File: src/design/qm_pkg.sv
package qm_pkg;

    // Handshake pair between neighbouring pipeline stages.
    typedef struct packed {
        logic valid;
        logic ready;
    } t_qm_hs;

endpackage

File: src/design/qm_if.sv
interface qm_arg_if #(
    parameter int WIDTH = 32
) ();
    logic                    valid;
    logic                    ready;
    logic signed [WIDTH-1:0] arg_fixed;

    modport source (output valid, output arg_fixed, input ready);
    modport sink   (input valid, input arg_fixed, output ready);
endinterface

interface qm_result_if #(
    parameter int WIDTH = 32
) ();
    logic                    valid;
    logic                    ready;
    logic signed [WIDTH-1:0] result_fixed;

    modport source (output valid, output result_fixed, input ready);
    modport sink   (input valid, input result_fixed, output ready);
endinterface

File: src/design/qm_step.sv
module qm_step #(
    parameter int INT_BITS  = 8,
    parameter int FRAC_BITS = 24,
    parameter int STEP      = 1
) (
    input  logic                     i_clk,
    input  logic                     i_rst_n,
    input  qm_pkg::t_qm_hs           i_flow,
    output qm_pkg::t_qm_hs           o_flow,
    input  logic [INT_BITS-1:0]      i_int,
    input  logic signed [FRAC_BITS+1:0] i_d_lo,
    input  logic signed [FRAC_BITS+1:0] i_d_hi,
    input  logic [FRAC_BITS-1:0]     i_acc,
    output logic [INT_BITS-1:0]      o_int,
    output logic signed [FRAC_BITS+1:0] o_d_lo,
    output logic signed [FRAC_BITS+1:0] o_d_hi,
    output logic [FRAC_BITS-1:0]     o_acc
);

    localparam int BIT_POS = FRAC_BITS - STEP;

    logic                        r_valid;
    logic                        w_ready;
    logic signed [FRAC_BITS+1:0] w_mid;
    logic [INT_BITS-1:0]         r_int;
    logic signed [FRAC_BITS+1:0] r_d_lo;
    logic signed [FRAC_BITS+1:0] r_d_hi;
    logic [FRAC_BITS-1:0]        r_acc;
    logic signed [FRAC_BITS+1:0] n_d_lo;
    logic signed [FRAC_BITS+1:0] n_d_hi;
    logic [FRAC_BITS-1:0]        n_acc;

    // The mediant error is the sum of the two bound errors; its sign is the test.
    assign w_mid   = i_d_lo + i_d_hi;
    assign w_ready = !r_valid || i_flow.ready;

    always_comb begin
        n_d_lo = i_d_lo;
        n_d_hi = i_d_hi;
        n_acc  = i_acc;
        if (w_mid[FRAC_BITS+1]) begin
            n_d_hi = w_mid;
        end else begin
            n_d_lo         = w_mid;
            n_acc[BIT_POS] = 1'b1;
        end
    end

    always_ff @(posedge i_clk) begin
        if (!i_rst_n) begin
            r_valid <= 1'b0;
        end else if (w_ready) begin
            r_valid <= i_flow.valid;
        end
    end

    always_ff @(posedge i_clk) begin
        if (w_ready && i_flow.valid) begin
            r_int  <= i_int;
            r_d_lo <= n_d_lo;
            r_d_hi <= n_d_hi;
            r_acc  <= n_acc;
        end
    end

    assign o_flow.valid = r_valid;
    assign o_flow.ready = w_ready;
    assign o_int        = r_int;
    assign o_d_lo       = r_d_lo;
    assign o_d_hi       = r_d_hi;
    assign o_acc        = r_acc;

endmodule

File: src/design/question_mark_function_eval_top.sv
// Minkowski question-mark function on a signed fixed-point argument with INT_BITS integer
// and FRAC_BITS fraction bits. The integer part of the result is floor(x); the fraction is
// ?(f) truncated to FRAC_BITS bits, found by a Stern-Brocot descent with one step in each
// of FRAC_BITS register stages. Each stage holds the signed errors of the two bounds
// against f, so a step is one add and a sign test. A new argument is taken in every cycle
// while the output is not held back; a stall on the output holds the pipeline without
// losing or repeating a transfer.
module question_mark_function_eval_top #(
    parameter int INT_BITS  = 8,
    parameter int FRAC_BITS = 24
) (
    input  logic             i_clk,
    input  logic             i_rst_n,
    qm_arg_if.sink           i_arg,
    qm_result_if.source      o_result
);

    localparam int D_W = FRAC_BITS + 2;

    logic                 w_valid [0:FRAC_BITS];
    logic                 w_ready [1:FRAC_BITS+1];
    logic [INT_BITS-1:0]  w_int   [0:FRAC_BITS];
    logic signed [D_W-1:0] w_d_lo [0:FRAC_BITS];
    logic signed [D_W-1:0] w_d_hi [0:FRAC_BITS];
    logic [FRAC_BITS-1:0] w_acc   [0:FRAC_BITS];
    logic [D_W-1:0]       w_frac_ext;

    assign w_frac_ext = {2'b00, i_arg.arg_fixed[FRAC_BITS-1:0]};

    // Bounds 0/1 and 1/1: the errors are f and f - 1, scaled by 2^FRAC_BITS.
    assign w_valid[0] = i_arg.valid;
    assign w_int[0]   = i_arg.arg_fixed[INT_BITS+FRAC_BITS-1:FRAC_BITS];
    assign w_d_lo[0]  = signed'(w_frac_ext);
    assign w_d_hi[0]  = signed'(w_frac_ext - (D_W'(1) << FRAC_BITS));
    assign w_acc[0]   = '0;

    assign w_ready[FRAC_BITS+1] = o_result.ready;

    for (genvar k = 1; k <= FRAC_BITS; k++) begin : g_step
        qm_pkg::t_qm_hs w_in_flow;
        qm_pkg::t_qm_hs w_out_flow;

        assign w_in_flow.valid = w_valid[k-1];
        assign w_in_flow.ready = w_ready[k+1];
        assign w_valid[k]      = w_out_flow.valid;
        assign w_ready[k]      = w_out_flow.ready;

        qm_step #(
            .INT_BITS  (INT_BITS),
            .FRAC_BITS (FRAC_BITS),
            .STEP      (k)
        ) u_step (
            .i_clk   (i_clk),
            .i_rst_n (i_rst_n),
            .i_flow  (w_in_flow),
            .o_flow  (w_out_flow),
            .i_int   (w_int[k-1]),
            .i_d_lo  (w_d_lo[k-1]),
            .i_d_hi  (w_d_hi[k-1]),
            .i_acc   (w_acc[k-1]),
            .o_int   (w_int[k]),
            .o_d_lo  (w_d_lo[k]),
            .o_d_hi  (w_d_hi[k]),
            .o_acc   (w_acc[k])
        );
    end

    assign i_arg.ready           = w_ready[1];
    assign o_result.valid        = w_valid[FRAC_BITS];
    assign o_result.result_fixed = {w_int[FRAC_BITS], w_acc[FRAC_BITS]};

    // The argument always lies between the two bounds of the last stage.
    a_bounds: assert property (@(posedge i_clk) disable iff (!i_rst_n)
        o_result.valid |-> (!w_d_lo[FRAC_BITS][D_W-1] && w_d_hi[FRAC_BITS][D_W-1]))
        else $error("bound errors out of order in descent stage");

    a_flow: assert property (@(posedge i_clk) disable iff (!i_rst_n)
        o_result.ready |-> i_arg.ready)
        else $error("input stalled although the output is free");

    a_reset: assert property (@(posedge i_clk)
        !i_rst_n |=> !o_result.valid)
        else $error("result offered straight after reset");

endmodule

File: src/flat_wrapper.sv
// flat-port wrapper written by rule: the top's interface ports become plain ports
module question_mark_function_eval_top_flat 
#(
    parameter int INT_BITS  = 8,
    parameter int FRAC_BITS = 24
)
  (i_clk, i_rst_n, i_arg_valid, i_arg_arg_fixed, i_arg_ready, o_result_valid, o_result_result_fixed, o_result_ready);
  qm_arg_if #(.WIDTH((INT_BITS + FRAC_BITS))) i_arg_i ();
  qm_result_if #(.WIDTH((INT_BITS + FRAC_BITS))) o_result_i ();
  input  logic i_clk;
  input  logic i_rst_n;
  input wire logic [$bits(i_arg_i.valid)-1:0] i_arg_valid;
  input wire logic [$bits(i_arg_i.arg_fixed)-1:0] i_arg_arg_fixed;
  output wire logic [$bits(i_arg_i.ready)-1:0] i_arg_ready;
  output wire logic [$bits(o_result_i.valid)-1:0] o_result_valid;
  output wire logic [$bits(o_result_i.result_fixed)-1:0] o_result_result_fixed;
  input wire logic [$bits(o_result_i.ready)-1:0] o_result_ready;
  assign i_arg_i.valid = i_arg_valid;
  assign i_arg_i.arg_fixed = i_arg_arg_fixed;
  assign i_arg_ready = i_arg_i.ready;
  assign o_result_valid = o_result_i.valid;
  assign o_result_result_fixed = o_result_i.result_fixed;
  assign o_result_i.ready = o_result_ready;
  question_mark_function_eval_top #(.INT_BITS(INT_BITS), .FRAC_BITS(FRAC_BITS)) u_core (.i_clk(i_clk), .i_rst_n(i_rst_n), .i_arg(i_arg_i), .o_result(o_result_i));
endmodule
File: config.mk
export PLATFORM = sky130hd
export DESIGN_NAME = question_mark_function_eval_top_flat
export DESIGN_NICKNAME = d
export VERILOG_FILES = /design/src/design/qm_pkg.sv /design/src/design/qm_if.sv /design/src/design/qm_step.sv /design/src/design/question_mark_function_eval_top.sv /design/src/flat_wrapper.sv
export SDC_FILE = /design/constraint.sdc
export NUM_CORES = 2
export LEC_CHECK = 0
export BUFFER_PORTS_ARGS = -buffer_cell sky130_fd_sc_hd__buf_2
export CAP_MARGIN = 20
export CORE_MARGIN = 2
export CORE_UTILIZATION = 55
export DETAILED_ROUTE_END_ITERATION = 10
export PLACE_DENSITY = 0.71
export SYNTH_ARGS = -nofsm -noshare
export SYNTH_HDL_FRONTEND = slang
export SYNTH_SLANG_ARGS = --single-unit
export TNS_END_PERCENT = 50
File: constraint.sdc
create_clock -name i_clk -period 10.34 [get_ports i_clk]
set_clock_uncertainty 0.15 [all_clocks]
set_input_delay 1.551 -clock i_clk [delete_from_list [all_inputs] [get_ports i_clk]]
set_output_delay 1.551 -clock i_clk [all_outputs]
set_load 0.05 [all_outputs]
==> run summary <==
Status - completed
Post-CTS Resized - 0
Worst path arrival time - 3.94 ns
Clock Sink Count - 1666
Largest net degree at the start of global routing - 75
Leakage - 36.2 nW
Pwr Density - 152 nW/µm²
Ys Warns - 0
Post-route ant nets - 0
CP startpoint kind - input port
Syn Std Cell Area - 89900 µm²
Min Hold Slack - 0.257 ns
Main synth FF type - edfxtp_1
First-pass GRT wire length - 279000 µm
Root Driver - clkbuf_16
Peak supply drop - 179 µV
Seq/Total Area, Yosys - 55.4%
Final Critical Period - 5.64 ns
Worst Hold Class - flip-flop to flip-flop
Nets@finish - 7568
GP Congestion - 0.896
All-layer global routing usage - 20.5%
Maxcap violations - 0
CP peak stage delay - 0.47 ns
Worst-Skew Late Latency - 0.78 ns
Global-route met2 utilization - 36.9%
Die area - 167000 µm²
Yosys cell types - 97
CP cell instances - buf_2, nor2b_1, and3_1, and3_1, nand2_1, nor4_1, and3_1, nand4_1, buf_2
Final Max Slew Viols - 0
Synth Area per Inst - 13.2 µm²
P&R area growth vs syn - 9.88%
Number of enable flip-flop cells after synthesis - 1642
Core region area - 163000 µm²
Starting density of the core - 55.3%
Cell row count - 148
Initial DRC Count - 3218
RSZ-0062 raised after global routing - false
Most used cell, CP - and3_1
CTS tree - yes
Setup violations, final - 0
# DRC - 0
CP Max Fanout - 5
Yosys reg bits - 1666
Die width - 408 µm
Synth top area cells - edfxtp_1 55%, mux2_2 10%, ha_1 8.0%
Remaining Overflow, GRT - 0
Syn Inst Count - 6782
Drt pass-1 iters - 6
Final Hold Fails - 0
Busiest grt layer - met2
Vias in the first global route - 54162
Fraction of registers with async set/reset - 0%
Post-DP HPWL - 127000 µm
Vias - 53772
Yosys top cell by area - edfxtp_1
Final setup TNS - 0 ns
Clock Path Buffers - 3
Routed len/inst - 18.8 µm
Met1 Usage GRT - 26.0%
Detailed Route WL - 174000 µm
Post-CTS Setup Bufs - 0
Antenna diodes - 0
Num CTS Buffers - 173
Top-area cell type share of the netlist area - 54.9%
Initial antenna violation count - 1
Setup crit end kind - output pin
Max frequency - 177 MHz
Routing usage on met3 - 2.66%
Total power - 0.0150 W
Hold Buf Count CTS - 0
Worst relative slew slack - 13.7%
Worst-Margin Slew - 1.26 ns
Worst setup path category - input port to output pin
CP Data Required Time - 8.64 ns
Syn_nets - 7414
Htree depth - 4
Reg clk slew, reported paths - 0.06 ns
Vias per inst - 5.81
DIE HEIGHT - 408 µm
Port Buf Inserts - 69
Fill cells - 12519
Critical path's slowest cell - nor2b_1
I/O pins - 70
Layout cells sized above 1 - 19.3%
Ratio of final minimum period to clock period - 54.5%
[critical path: cells and delay by family]
kind	cells	cell delay, ns
buffers and inverters	2	0.36
AND/OR/NAND/NOR	7	2.02
[sequential cells by signal (all words and copies together), names as in the netlist]
signal	flops
u_core.g_step.u_step.r_valid	24
u_core.g_step.u_step.o_d_lo	575
u_core.g_step.u_step.o_int	192
u_core.g_step.u_step.o_d_hi	575
u_core.g_step.u_step.o_acc	300
[area by class of cell]
| cell class | count | area (µm²) | share of cell area (%) |
|---|---|---|---|
| clock buffers | 214 | 4640 | 4.70 |
| well taps | 2175 | 2720 | 2.76 |
| repair buffers | 115 | 691 | 0.699 |
| inverters | 205 | 769 | 0.779 |
| clock inverters | 103 | 1130 | 1.15 |
| flip-flops and latches | 1666 | 49800 | 50.4 |
| multi-input cells | 4775 | 39000 | 39.5 |
[path summary, 6_finish.rpt]
check	start	endpoint	slack (ns)	cells after the start
max	o_result_ready	i_arg_ready	4.70	9
min	u_core.g_step[20].u_step.o_acc[19]	u_core.g_step[21].u_step.o_acc[19]	0.26	0
max reg2reg	u_core.g_step[7].u_step.o_d_hi[0]	u_core.g_step[8].u_step.o_d_lo[24]	6.09	12
min reg2reg	u_core.g_step[20].u_step.o_acc[19]	u_core.g_step[21].u_step.o_acc[19]	0.26	0
[where the power goes]
part	internal [W]	total, W	switching, W
registers	0.00752	0.00759	0.0000639
clock network	0.00367	0.00626	0.00258
logic	0.000606	0.00119	0.000589
total	0.0118	0.0150	0.00324
[cell families after synthesis]
logic type	after synthesis	synth area share, %
simple gates	1274	6.94
fa+ha+maj	596	8.48
mux	981	12.4
flops	1666	55.4
buf+inv	341	1.68
other cells	2	0.00836
compound gates	1494	10.9
xor+xnor	428	4.17
[metal layers]
layer,vias to the layer above,share of wire [%]
met5,-,0
met4,0,2.3
met3,281,3.4
met2,995,51
met1,26019,43
li1,26477,-
[cells in the mapped netlist (14+ instances only)]
master    instances
nand2_1         356
mux2_2          816
nand2b_1         90
clkbuf_1         33
and2_1           20
or2_2            25
mux2_1           52
o22ai_1          14
edfxtp_1       1642
a21oi_1         434
nand3_1          92
xor2_1          129
nor2_1          303
nor2b_1          94
a21o_1          179
fa_1             22
mux2i_1          62
o21ai_0         266
mux2_4           51
inv_1           199
a21boi_0         23
a31oi_1          45
a211o_1          18
o31ai_1          22
o31a_1           25
and3_1           56
nor3_1           91
xnor2_1         299
o21bai_1         62
o211ai_1         40
o21ai_1          27
nand4_1          37
dfxtp_1          24
nor4_1           16
o21a_1          114
ha_1            574
and4_1           19
or3_1            28
buf_2            78
a211oi_1         49
[layout by cell type (no fill, tap or decap), drive strengths merged, types with 69 or more instances in the layout]
| cell | instances |
|---|---|
| a21o | 179 |
| a21oi | 439 |
| buf | 115 |
| clkbuf | 214 |
| clkinv | 69 |
| edfxtp | 1642 |
| ha | 574 |
| inv | 209 |
| mux2 | 919 |
| nand2 | 356 |
| nand2b | 90 |
| nand3 | 92 |
| nor2 | 303 |
| nor2b | 94 |
| nor3 | 91 |
| o21a | 114 |
| o21ai | 294 |
| xnor2 | 299 |
| xor2 | 129 |
[metrics by stage]
| step | instance area (µm²) | worst slack, ns | cells | util (%) |
|---|---|---|---|---|
| after floorplan | 89900 | 1.80 | 6782 | - |
| after global placement | 93000 | 4.64 | 8936 | 57.2 |
| after detailed placement | 93000 | 4.70 | 8936 | 57.2 |
| after CTS | 98700 | 4.66 | 9253 | 60.7 |
| after global routing | 98700 | 4.49 | 9253 | 60.7 |
| final | 98700 | 4.70 | 9253 | 60.7 |
Power figures use the tool's default switching activity.
